--- src/hdl/lpht_pkg.sv ---
// Package: shared widths, codes and control/status types of the linear probe hash table.
package lpht_pkg;

    // Field widths fixed by the block's interface
    localparam int CMD_W    = 2;
    localparam int KEY_W    = 32;
    localparam int VAL_W    = 32;
    localparam int STATUS_W = 2;
    localparam int SLOT_W   = 12;
    localparam int PROBE_W  = 13;
    localparam int HASH_W   = 32;

    localparam int TABLE_LOG2_DEF = 12;
    localparam logic [HASH_W-1:0] HASH_MULT_RESET = 32'd472882027;

    // Command codes
    localparam logic [CMD_W-1:0] CMD_INSERT = 2'd0;
    localparam logic [CMD_W-1:0] CMD_FETCH  = 2'd1;
    localparam logic [CMD_W-1:0] CMD_CLEAR  = 2'd2;
    localparam logic [CMD_W-1:0] CMD_NOP    = 2'd3;

    // Result status codes
    localparam logic [STATUS_W-1:0] ST_OK        = 2'd0;
    localparam logic [STATUS_W-1:0] ST_NOT_FOUND = 2'd1;
    localparam logic [STATUS_W-1:0] ST_FULL      = 2'd2;
    localparam logic [STATUS_W-1:0] ST_ZERO_KEY  = 2'd3;

    // Result word selection
    typedef logic [2:0] t_res_sel;
    localparam t_res_sel RES_OK_EMPTY = 3'd0;  // ok, all other fields zero
    localparam t_res_sel RES_ZERO_KEY = 3'd1;
    localparam t_res_sel RES_INS_OK   = 3'd2;
    localparam t_res_sel RES_FETCH_OK = 3'd3;
    localparam t_res_sel RES_MISS     = 3'd4;  // fetch hit an empty slot
    localparam t_res_sel RES_FULL     = 3'd5;  // insert wrapped the table
    localparam t_res_sel RES_WRAP     = 3'd6;  // fetch wrapped the table

    // Controller -> datapath
    typedef struct packed {
        logic     capture;      // latch request, start hash multiply
        logic     home;         // slot <= home slot, steps <= 0
        logic     sweep_start;  // slot <= 0
        logic     advance;      // slot++, steps++
        logic     wr_key;       // write key/value at current slot
        logic     wr_clear;     // write zero at current slot
        logic     res_load;     // load output word
        t_res_sel res_sel;
    } t_ctl_cmd;

    // Datapath -> controller
    typedef struct packed {
        logic [CMD_W-1:0] command;
        logic             key_zero;
        logic             slot_empty;
        logic             key_match;
        logic             last_slot;
        logic             last_step;
    } t_dp_sts;

endpackage

--- src/hdl/lpht_ctrl.sv ---
// Controller: request sequencing, probe loop, clear sweep and output valid.
module lpht_ctrl (
    input  logic               i_clk,
    input  logic               i_rst_n,
    input  logic               i_in_valid,
    output logic               o_in_ready,
    output logic               o_out_valid,
    input  logic               i_out_ready,
    input  lpht_pkg::t_dp_sts  i_sts,
    output lpht_pkg::t_ctl_cmd o_cmd
);
    import lpht_pkg::*;

    localparam logic [2:0] S_IDLE     = 3'd0;
    localparam logic [2:0] S_DISPATCH = 3'd1;
    localparam logic [2:0] S_PROBE    = 3'd2;
    localparam logic [2:0] S_CLEAR    = 3'd3;
    localparam logic [2:0] S_CLR_DONE = 3'd4;

    logic [2:0] r_state, n_state;
    logic       r_clr_cmd, n_clr_cmd;
    logic       r_out_valid, n_out_valid;
    logic       out_free;

    // Output register may be refilled in the cycle it is taken
    assign out_free = !r_out_valid || i_out_ready;

    always_comb begin
        n_state   = r_state;
        n_clr_cmd = r_clr_cmd;
        o_cmd     = '0;
        o_in_ready = 1'b0;
        unique case (r_state)
            S_IDLE: begin
                o_in_ready = 1'b1;
                if (i_in_valid) begin
                    o_cmd.capture = 1'b1;
                    n_state       = S_DISPATCH;
                end
            end
            S_DISPATCH: begin
                unique case (i_sts.command)
                    CMD_CLEAR: begin
                        o_cmd.sweep_start = 1'b1;
                        n_clr_cmd         = 1'b1;
                        n_state           = S_CLEAR;
                    end
                    CMD_NOP: begin
                        if (out_free) begin
                            o_cmd.res_load = 1'b1;
                            o_cmd.res_sel  = RES_OK_EMPTY;
                            n_state        = S_IDLE;
                        end
                    end
                    default: begin
                        if (i_sts.key_zero) begin
                            if (out_free) begin
                                o_cmd.res_load = 1'b1;
                                o_cmd.res_sel  = RES_ZERO_KEY;
                                n_state        = S_IDLE;
                            end
                        end else begin
                            o_cmd.home = 1'b1;
                            n_state    = S_PROBE;
                        end
                    end
                endcase
            end
            S_PROBE: begin
                if (i_sts.command == CMD_INSERT) begin
                    if (i_sts.slot_empty) begin
                        if (out_free) begin
                            o_cmd.wr_key   = 1'b1;
                            o_cmd.res_load = 1'b1;
                            o_cmd.res_sel  = RES_INS_OK;
                            n_state        = S_IDLE;
                        end
                    end else if (i_sts.last_step) begin
                        if (out_free) begin
                            o_cmd.res_load = 1'b1;
                            o_cmd.res_sel  = RES_FULL;
                            n_state        = S_IDLE;
                        end
                    end else begin
                        o_cmd.advance = 1'b1;
                    end
                end else begin
                    if (i_sts.key_match || i_sts.slot_empty || i_sts.last_step) begin
                        if (out_free) begin
                            o_cmd.res_load = 1'b1;
                            o_cmd.res_sel  = i_sts.key_match  ? RES_FETCH_OK :
                                             i_sts.slot_empty ? RES_MISS : RES_WRAP;
                            n_state        = S_IDLE;
                        end
                    end else begin
                        o_cmd.advance = 1'b1;
                    end
                end
            end
            S_CLEAR: begin
                o_cmd.wr_clear = 1'b1;
                o_cmd.advance  = 1'b1;
                if (i_sts.last_slot) begin
                    n_state = r_clr_cmd ? S_CLR_DONE : S_IDLE;
                end
            end
            S_CLR_DONE: begin
                if (out_free) begin
                    o_cmd.res_load = 1'b1;
                    o_cmd.res_sel  = RES_OK_EMPTY;
                    n_clr_cmd      = 1'b0;
                    n_state        = S_IDLE;
                end
            end
            default: begin
                n_state = S_IDLE;
            end
        endcase
    end

    always_comb begin
        n_out_valid = r_out_valid;
        if (o_cmd.res_load) begin
            n_out_valid = 1'b1;
        end else if (i_out_ready) begin
            n_out_valid = 1'b0;
        end
    end

    // Reset starts the clearing sweep of the table
    always_ff @(posedge i_clk) begin
        if (!i_rst_n) begin
            r_state     <= S_CLEAR;
            r_clr_cmd   <= 1'b0;
            r_out_valid <= 1'b0;
        end else begin
            r_state     <= n_state;
            r_clr_cmd   <= n_clr_cmd;
            r_out_valid <= n_out_valid;
        end
    end

    assign o_out_valid = r_out_valid;
endmodule

--- config.mk ---
export PLATFORM = sky130hd
export DESIGN_NAME = lpht_ctrl
export DESIGN_NICKNAME = d
export VERILOG_FILES = /design/src/hdl/lpht_pkg.sv /design/src/hdl/lpht_ctrl.sv
export SDC_FILE = /design/constraint.sdc
export NUM_CORES = 1
export LEC_CHECK = 0
export ABC_AREA = 1
export BUFFER_PORTS_ARGS = -buffer_cell sky130_fd_sc_hd__buf_2
export CORE_AREA = 2 2 39 41
export DETAILED_ROUTE_END_ITERATION = 8
export DIE_AREA = 0 0 41 43
export GPL_TIMING_DRIVEN = 0
export PLACE_DENSITY_LB_ADDON = 0.08
export SYNTH_ARGS = -nofsm -noshare
export SYNTH_HDL_FRONTEND = slang
export SYNTH_SLANG_ARGS = --single-unit
--- constraint.sdc ---
create_clock -name i_clk -period 2.3 [get_ports i_clk]
set_input_delay 0.23 -clock i_clk [delete_from_list [all_inputs] [get_ports i_clk]]
set_output_delay 0.23 -clock i_clk [all_outputs]
set_load 0.005 [all_outputs]
# After elaboration in Yosys (flattened, before gate mapping)
# Index checks and enable logic that the tools add are counted.
# totals
register_bits	5
input_bits	11
out_inout_bits	12
wordCells	73
# classes
eq_ne	12
n_mux	47
reduce_logical	11
# ops
operator	n
2-to-1 mux 4 bit	10
2-to-1 mux 3 bit	10
2-to-1 mux 1 bit	19
case mux 3 bit (5 select lines)	1
case mux 4 bit (3 select lines)	1
case mux 4 bit (2 select lines)	1
equality test 3 x 2 -> 1 bit, second input constant	2
inequality test 2 bit, second input constant	3
case mux 3 bit (2 select lines)	1
equality test 2 bit, second input constant	2
2-to-1 mux 2 bit	2
inequality test 4 bit, second input constant	1
case mux 1 bit (2 select lines)	2
AND reduction 4 bit	1
nonzero test 2 bit	2
equality test 3 x 1 -> 1 bit, second input constant	1
equality test 3 bit, second input constant	1
logical NOT 3 bit	1
logical OR 1 bit	3
inequality test 3 bit, second input constant	1
AND reduction 3 bit	1
logical NOT 2 bit	1
inequality test 2 x 1 -> 1 bit, second input constant	1
OR reduction 2 bit	1
logical NOT 1 bit	1

# Longest topological paths before layout
# Gate-level depths: netlist of run 1.
# depth
ltp_word	8
mapped_depth	8
ltp_nobuf	8

# Worst setup path after synthesis of run 1
# OpenSTA, ideal clock, no wires.
# synth_timing
path_type	register to output
from	register r_state[2]
to	output port o_cmd[3] in the netlist's numbering
t_arrival_ns	0.956
required_time_ns	2.070
setup_slack_ns	1.114
path_stages_with_launch	7
n_path_buf	1
cell_sequence	dfxtp_1 -> inv_2 -> nand2_2 -> nor2_2 -> nand2_1 -> a21oi_1 -> buf_4
# synth_rtl
item	line_no	rtl
start: declaration	lpht_ctrl.sv:20	logic [2:0] r_state, n_state;
start signal: assignment	lpht_ctrl.sv:137	r_state <= n_state;
end: declaration	lpht_ctrl.sv:10	output lpht_pkg::t_ctl_cmd o_cmd

==> impl_metrics.py, run 1 <==
metrics = {
    "run_status": {
        "outcome": "complete, no violations",
    },
    "synth": {
        "syn-instance-count": 85,
        "postSynthNetCount": 96,
        "count_of_cell_types_in_the_netlist": 21,
        "synth.ff_latch_count": 5,
        "synth-edff-count": 0,
        "syn_avg_cell_area_um2": 5.73,
        "synth_ff_type": "sky130_fd_sc_hd__dfxtp_1",
        "mappedNetlistArea_um2": 487,
        "ys_warn_count": 0,
        "yosysSeqAreaShare": 0.206,
        "async_flop_share": 0,
    },
    "clock_network": {
        "cts_repair_resize_count": 0,
        "clock-root-buffer": "sky130_fd_sc_hd__clkbuf_4",
        "cts_h_tree_depth": 1,
        "cts_sinks": 5,
        "clock_tree.buffer_depth": 2,
        "cts_buffers": 3,
        "postCtsHoldBufs": 0,
        "clock_insertion_delay_at_the_later_pin_of_the_skew_report_ns": 0.24,
        "tritoncts_clock_tree": "yes",
        "path_clk_slew_ns": 0.05,
        "cts_setup_buffers": 0,
    },
    "timing": {
        "setup_repair_after_global_routing_missed_its_margin": "no",
        "worst_slew_margin_rel": 0.829,
        "timing_worst_slew_pin_value_ns": 0.255,
        "timing.final.setup_violations": 0,
        "report.final.hold_viol_count": 0,
        "timing.final.max_slew_violations": 0,
        "part_of_the_cycle_the_worst_path_needs": 0.710,
        "clock.fmax_ghz": 0.612,
        "worst_clock_skew_ns": 0.00560,
        "final_critical_period_ns": 1.63,
        "total_negative_setup_slack_ns": 0,
    },
    "drt": {
        "final_routed_wire_length_divided_by_cell_count_um": 8.94,
        "initialDrtViolationCount": 8,
        "drt_pass1_iterations": 4,
        "finalWirelength_mm": 1.14,
        "dr_total_vias": 603,
        "drt_drc_violations_left": 0,
        "post_drt_via_cell_ratio": 4.75,
        "route.antenna.remaining_nets": 0,
    },
    "floorplan": {
        "floorplan.io_pins": 23,
        "die_height_um": 43,
        "initial_core_util": 0.352,
        "num_rows": 14,
        "die-area_um2": 1760,
        "die_width_um": 41,
        "core_area_um2": 1380,
    },
    "layout": {
        "final_layout_size_suffix_gt1_frac": 0.369,
        "mostFrequentLayoutCell": "sky130_fd_sc_hd__buf_2",
        "layout_common_cells": "sky130_fd_sc_hd__buf_2, sky130_fd_sc_hd__nand2_1, sky130_fd_sc_hd__inv_1",
        "areaGrowthSynthToFinish_pct": 32.4,
        "n_antenna_cell": 0,
        "final_nets": 123,
    },
    "critical_path": {
        "crit_path_top_delay_cell": "sky130_fd_sc_hd__dfxtp_1",
        "start_kind": "flop",
        "timing.critical_path.slowest_cell_delay_ns": 0.35,
        "critical_path.top_delay_family": "simple AND/OR/NAND/NOR gates",
        "path_cells": "inv_2 > nand2_2 > nor2_2 > nand2_1 > a21oi_1 > buf_4 > buf_2",
        "rr_endpoint": "r_state[0]",
        "ff2ff_path_depth": 8,
        "path_buf_inv": 3,
        "r2r_slack_ns": 1.14,
        "required_ns": 2.07,
        "worst-path-stages": 7,
        "type_of_the_worst_setup_path": "reg -> out",
        "cp-end-kind": "output pin",
        "cp_data_arrival_time_ns": 1.40,
        "crit-reg2reg-launch": "r_state[2]",
        "crit_path_max_fanout": 5,
    },
    "global_route": {
        "initial_antenna_violation_count": 0,
        "grt_max_degree": 10,
        "grt_util_all_layers": 0.143,
        "first_pass_grt_wire_length_mm": 1.75,
        "first_global_vias": 477,
        "global_route.overflow_total": 0,
    },
    "place": {
        "dp.final_hpwl_um": 998,
        "place.gp.congestion": 0.788,
        "io_buffer_count": 22,
    },
    "worst_hold_path": {
        "worst_hold_path.endpoint": "o_out_valid",
        "min_from": "i_rst_n",
        "cell_depth_of_the_worst_hold_path": 3,
        "hold_path.class": "in -> reg",
    },
    "power": {
        "p_per_area_nw_per_um2": 516,
        "power_mw": 0.332,
        "ir_drop_mv": 0.401,
        "leakage_nw": 0.398,
    },
    "job": {
        "drv_cap": 0,
    },
}
-- report_power, final --
group,switching [mW],total (mW),internal (mW)
clock network,0.0377,0.101,0.0630
logic,0.0746,0.130,0.0549
registers,0.00726,0.102,0.0949
-- cell usage after synthesis, types with 2 or more instances --
| master | count | area, µm² |
|---|---|---|
| sky130_fd_sc_hd__o21ai_0 | 4 | 20.0 |
| sky130_fd_sc_hd__inv_1 | 13 | 48.8 |
| sky130_fd_sc_hd__nor2_1 | 11 | 41.3 |
| sky130_fd_sc_hd__o21ai_1 | 3 | 15.0 |
| sky130_fd_sc_hd__nand2_2 | 4 | 25.0 |
| sky130_fd_sc_hd__inv_2 | 3 | 11.3 |
| sky130_fd_sc_hd__nor2_2 | 3 | 18.8 |
| sky130_fd_sc_hd__dfxtp_1 | 5 | 100 |
| sky130_fd_sc_hd__nand3_1 | 5 | 25.0 |
| sky130_fd_sc_hd__nand2_1 | 17 | 63.8 |
| sky130_fd_sc_hd__nand3_2 | 2 | 20.0 |
| sky130_fd_sc_hd__a21oi_1 | 6 | 30.0 |
-- metal layers --
metal  track usage  up-vias  part of all wire
li1              -      318                 -
met1         0.152      260              0.41
met2         0.250       25              0.52
met3        0.0628        0             0.072
met4        0.0200        0                 0
met5             0        -                 0
-- final cells by class --
| class | count | area [µm²] |
|---|---|---|
| timing repair buffer | 22 | 110 |
| clock buffer | 3 | 22.5 |
| clock inverter | 1 | 5.00 |
| fill | 164 | 739 |
| sequential | 5 | 100 |
| buffer | 1 | 7.51 |
| multi-input combinational | 62 | 315 |
| inverter | 17 | 63.8 |
| tap | 16 | 20.0 |
-- stage by stage --
| stage | instance area (µm²) | instances | hold WS [ns] | util | setup WS [ns] |
|---|---|---|---|---|---|
| floorplan | 487 | 85 | 0.328 | - | 1.11 |
| global placement | 617 | 123 | 0.433 | 0.446 | 0.910 |
| CTS | 644 | 127 | 0.184 | 0.466 | 0.639 |
| finish | 644 | 127 | 0.189 | 0.466 | 0.666 |
| detailed placement | 617 | 123 | 0.435 | 0.446 | 0.917 |
| global route | 644 | 127 | 0.201 | 0.466 | 0.544 |
-- worst min-delay path, cell delays in order --
cell	delay, ns
sky130_fd_sc_hd__buf_2	0.09
sky130_fd_sc_hd__nand2_1	0.04
sky130_fd_sc_hd__inv_1	0.04
-- sequential cells by signal (all words and copies together) (netlist names) --
register,count
r_state,3
r_clr_cmd,1
o_out_valid,1
-- worst max path at each step --
stage               start  endpoint  slack [ns]
3_3_place_gp   r_state[2]  o_cmd[3]        0.91
3_5_place_dp   r_state[2]  o_cmd[3]        0.92
5_1_grt        r_state[2]  o_cmd[3]        0.54
2_1_floorplan  r_state[2]  o_cmd[3]        1.11
6_report       r_state[2]  o_cmd[3]        0.67
4_1_cts        r_state[2]  o_cmd[3]        0.64
-- logic make-up after synthesis --
logic type,Yosys count,share of synthesized area
AOI/OAI and AO/OA,16,0.177
buffers and inverters,18,0.147
DFF,5,0.206
and+or+nand+nor,46,0.470
No activity file was read; power rests on OpenSTA's default activity.
==> inputs of run 2 (changes only) <==
clock period = 1.4 ns   (was 2.3 ns; I/O delays follow)
==> run 2 against run 1 <==
  * The flow now finishes with violations (setup timing)
  * Die area unchanged
  * Register-to-register slack got worse by 0.99 ns
  * Cell count increased by 8.7%
  * Utilization is 11 points higher
  * Clock power is 66% higher
  * Final area increased by 24%
  * Hold slack worse by 0.090 ns
  * Via count up 10%
  * Clock skew up 0.00072 ns
  * Critical endpoint unchanged
  * Largest cell class unchanged
  * Largest power group unchanged
  * Highest routed layer is now met4
==> impl_metrics.py, run 2 (synthesis gave the netlist of run 1 again) <==
metrics = {
    "layout": {
        "registers.top_by_ff_count": "r_state",
        "areaGrowthSynthToFinish_pct": 64.5,
        "mostFrequentLayoutCell": "sky130_fd_sc_hd__buf_2",
        "final_nets": 134,
        "n_antenna_cell": 0,
        "layout_common_cells": "sky130_fd_sc_hd__buf_2, sky130_fd_sc_hd__nand2_1, sky130_fd_sc_hd__inv_1",
        "finish.cell_count_without_fillers": 138,
        "flip_flop_count_of_the_largest_register_all_copies_and_words_added": 3,
        "finalCoreUtilization": 0.579,
        "final_layout_size_suffix_gt1_frac": 0.500,
    },
    "worst_hold_path": {
        "hold_path.class": "in -> reg",
        "worst_hold_path.endpoint": "o_out_valid",
        "min_from": "i_rst_n",
        "cell_depth_of_the_worst_hold_path": 3,
    },
    "place": {
        "place.gp.congestion": 0.788,
        "io_buffer_count": 22,
        "dp.final_hpwl_um": 998,
        "placed_cells": 123,
    },
    "critical_path": {
        "critical_path.top_delay_family": "flip-flops",
        "cp_data_arrival_time_ns": 1.27,
        "timing.critical_path.slowest_cell_delay_ns": 0.36,
        "crit-reg2reg-launch": "r_state[0]",
        "path_cells": "buf_6 > nor2_4 > buf_4 > nand2_1 > a21oi_2 > buf_2",
        "crit_path_max_fanout": 3,
        "path_buf_inv": 3,
        "type_of_the_worst_setup_path": "reg -> out",
        "required_ns": 1.26,
        "ff2ff_path_depth": 9,
        "r2r_slack_ns": 0.15,
        "cp-end-kind": "output pin",
        "crit_path_top_delay_cell": "sky130_fd_sc_hd__dfxtp_4",
        "rr_endpoint": "r_state[0]",
        "start_kind": "flop",
    },
    "timing": {
        "final_critical_path_setup_slack_ns": -0.0127,
        "worst_slew_margin_rel": 0.820,
        "timing.final.setup_violations": 2,
        "final_critical_period_ns": 1.41,
        "report.final.hold_viol_count": 0,
        "worst_clock_skew_ns": 0.00632,
        "setup_repair_after_global_routing_missed_its_margin": "yes",
        "clock.fmax_ghz": 0.708,
        "timing_worst_slew_pin_value_ns": 0.270,
        "part_of_the_cycle_the_worst_path_needs": 1.01,
        "timing.final.max_slew_violations": 0,
    },
    "clock_network": {
        "tritoncts_clock_tree": "yes",
        "cts_sinks": 5,
        "clock_tree.buffer_depth": 2,
        "path_clk_slew_ns": 0.05,
        "cts_buffers": 3,
        "clock-root-buffer": "sky130_fd_sc_hd__clkbuf_4",
        "cts_h_tree_depth": 1,
        "clock_insertion_delay_at_the_later_pin_of_the_skew_report_ns": 0.25,
    },
    "drt": {
        "dr_total_vias": 665,
        "final_routed_wire_length_divided_by_cell_count_um": 9.76,
        "drt_pass1_iterations": 4,
        "drt_drc_violations_left": 0,
        "post_drt_via_cell_ratio": 4.82,
        "initialDrtViolationCount": 11,
        "route.antenna.remaining_nets": 0,
        "finalWirelength_mm": 1.35,
    },
    "job": {
        "drv_cap": 0,
    },
    "global_route": {
        "first_pass_grt_wire_length_mm": 2.05,
        "first_global_vias": 553,
        "global_route.overflow_total": 0,
        "initial_antenna_violation_count": 0,
        "grt_util_all_layers": 0.168,
        "grt_max_degree": 10,
    },
    "floorplan": {
        "num_rows": 14,
        "core_area_um2": 1380,
        "initial_core_util": 0.352,
        "die-area_um2": 1760,
        "floorplan.io_pins": 23,
        "die_width_um": 41,
        "die_height_um": 43,
    },
    "power": {
        "p_comb_frac": 0.464,
        "netSwitchingFraction": 0.363,
        "net_switching_power_mw": 0.233,
        "power.share.sequential": 0.274,
        "relative_contribution_of_the_clock_network_to_total_power": 0.262,
        "internal-power_mw": 0.408,
        "p_per_area_nw_per_um2": 800,
        "leakage_nw": 0.474,
        "ir_drop_mv": 0.670,
        "power_mw": 0.641,
    },
    "run_status": {
        "violations": "setup timing",
        "outcome": "finished, violations left",
    },
}
## run 2: cell type report
type | instances | area [µm²]
inverter | 17 | 68.8
multi-input combinational | 62 | 360
fill | 147 | 583
sequential | 5 | 109
timing repair buffer | 34 | 215
clock buffer | 3 | 22.5
clock inverter | 1 | 5.00
tap | 16 | 20.0
## run 2: timing repair
item / in CTS / in global routing
setup buffers: 10 / 2
pin swaps: 7 / 6
gates resized for setup: 21 / 4
hold buffers: 0 / 0
endpoints found under the setup margin: 5 / 5
## run 2: how the worst max path moves through the flow
stage / startpoint / end / slack [ns] / cells after the start
3_3_place_gp: r_state[2] / o_cmd[3] / 0.10 / 7
3_5_place_dp: r_state[2] / o_cmd[3] / 0.11 / 7
5_1_grt: r_state[0] / o_cmd[1] / -0.13 / 6
6_report: r_state[0] / o_cmd[3] / -0.01 / 6
2_1_floorplan: r_state[2] / o_cmd[3] / 0.30 / 6
4_1_cts: r_state[2] / o_cmd[1] / -0.003 / 7
## run 2: power groups by stage
stage | sequential [mW] | clock (mW) | combinational (mW)
2_1_floorplan | 0.170 | 0 | 0.143
3_3_place_gp | 0.170 | 0 | 0.213
3_5_place_dp | 0.171 | 0 | 0.215
4_1_cts | 0.175 | 0.173 | 0.279
5_1_grt | 0.177 | 0.184 | 0.331
6_report | 0.175 | 0.168 | 0.298
## run 2: worst reg2reg max path, cell delays in order (launching register included)
cell and delay [ns]:
sky130_fd_sc_hd__dfxtp_4 0.36, sky130_fd_sc_hd__buf_6 0.12, sky130_fd_sc_hd__nor2_4 0.13, sky130_fd_sc_hd__buf_6 0.12, sky130_fd_sc_hd__buf_4 0.10, sky130_fd_sc_hd__nand3_2 0.08, sky130_fd_sc_hd__nand3_2 0.12, sky130_fd_sc_hd__inv_2 0.03
sky130_fd_sc_hd__nand2_1 0.04, sky130_fd_sc_hd__nand2_1 0.04
## run 2: per-layer routing
layer / vias to the layer above / part of all wire / track usage
met5: - / 0 / 0
met3: 2 / 0.054 / 0.0628
li1: 344 / - / -
met2: 21 / 0.56 / 0.303
met4: 0 / 0.015 / 0.0400
met1: 298 / 0.37 / 0.168
## run 2: metrics by stage
stage | area (µm²) | hold slack [ns] | setup TNS, ns | setup WS (ns)
detailed placement | 617 | 0.345 | 0 | 0.107
global placement | 617 | 0.343 | 0 | 0.100
global route | 801 | 0.111 | -0.295 | -0.135
finish | 801 | 0.0989 | -0.0151 | -0.0127
CTS | 771 | 0.0942 | -0.00277 | -0.00277
floorplan | 487 | 0.238 | 0 | 0.304
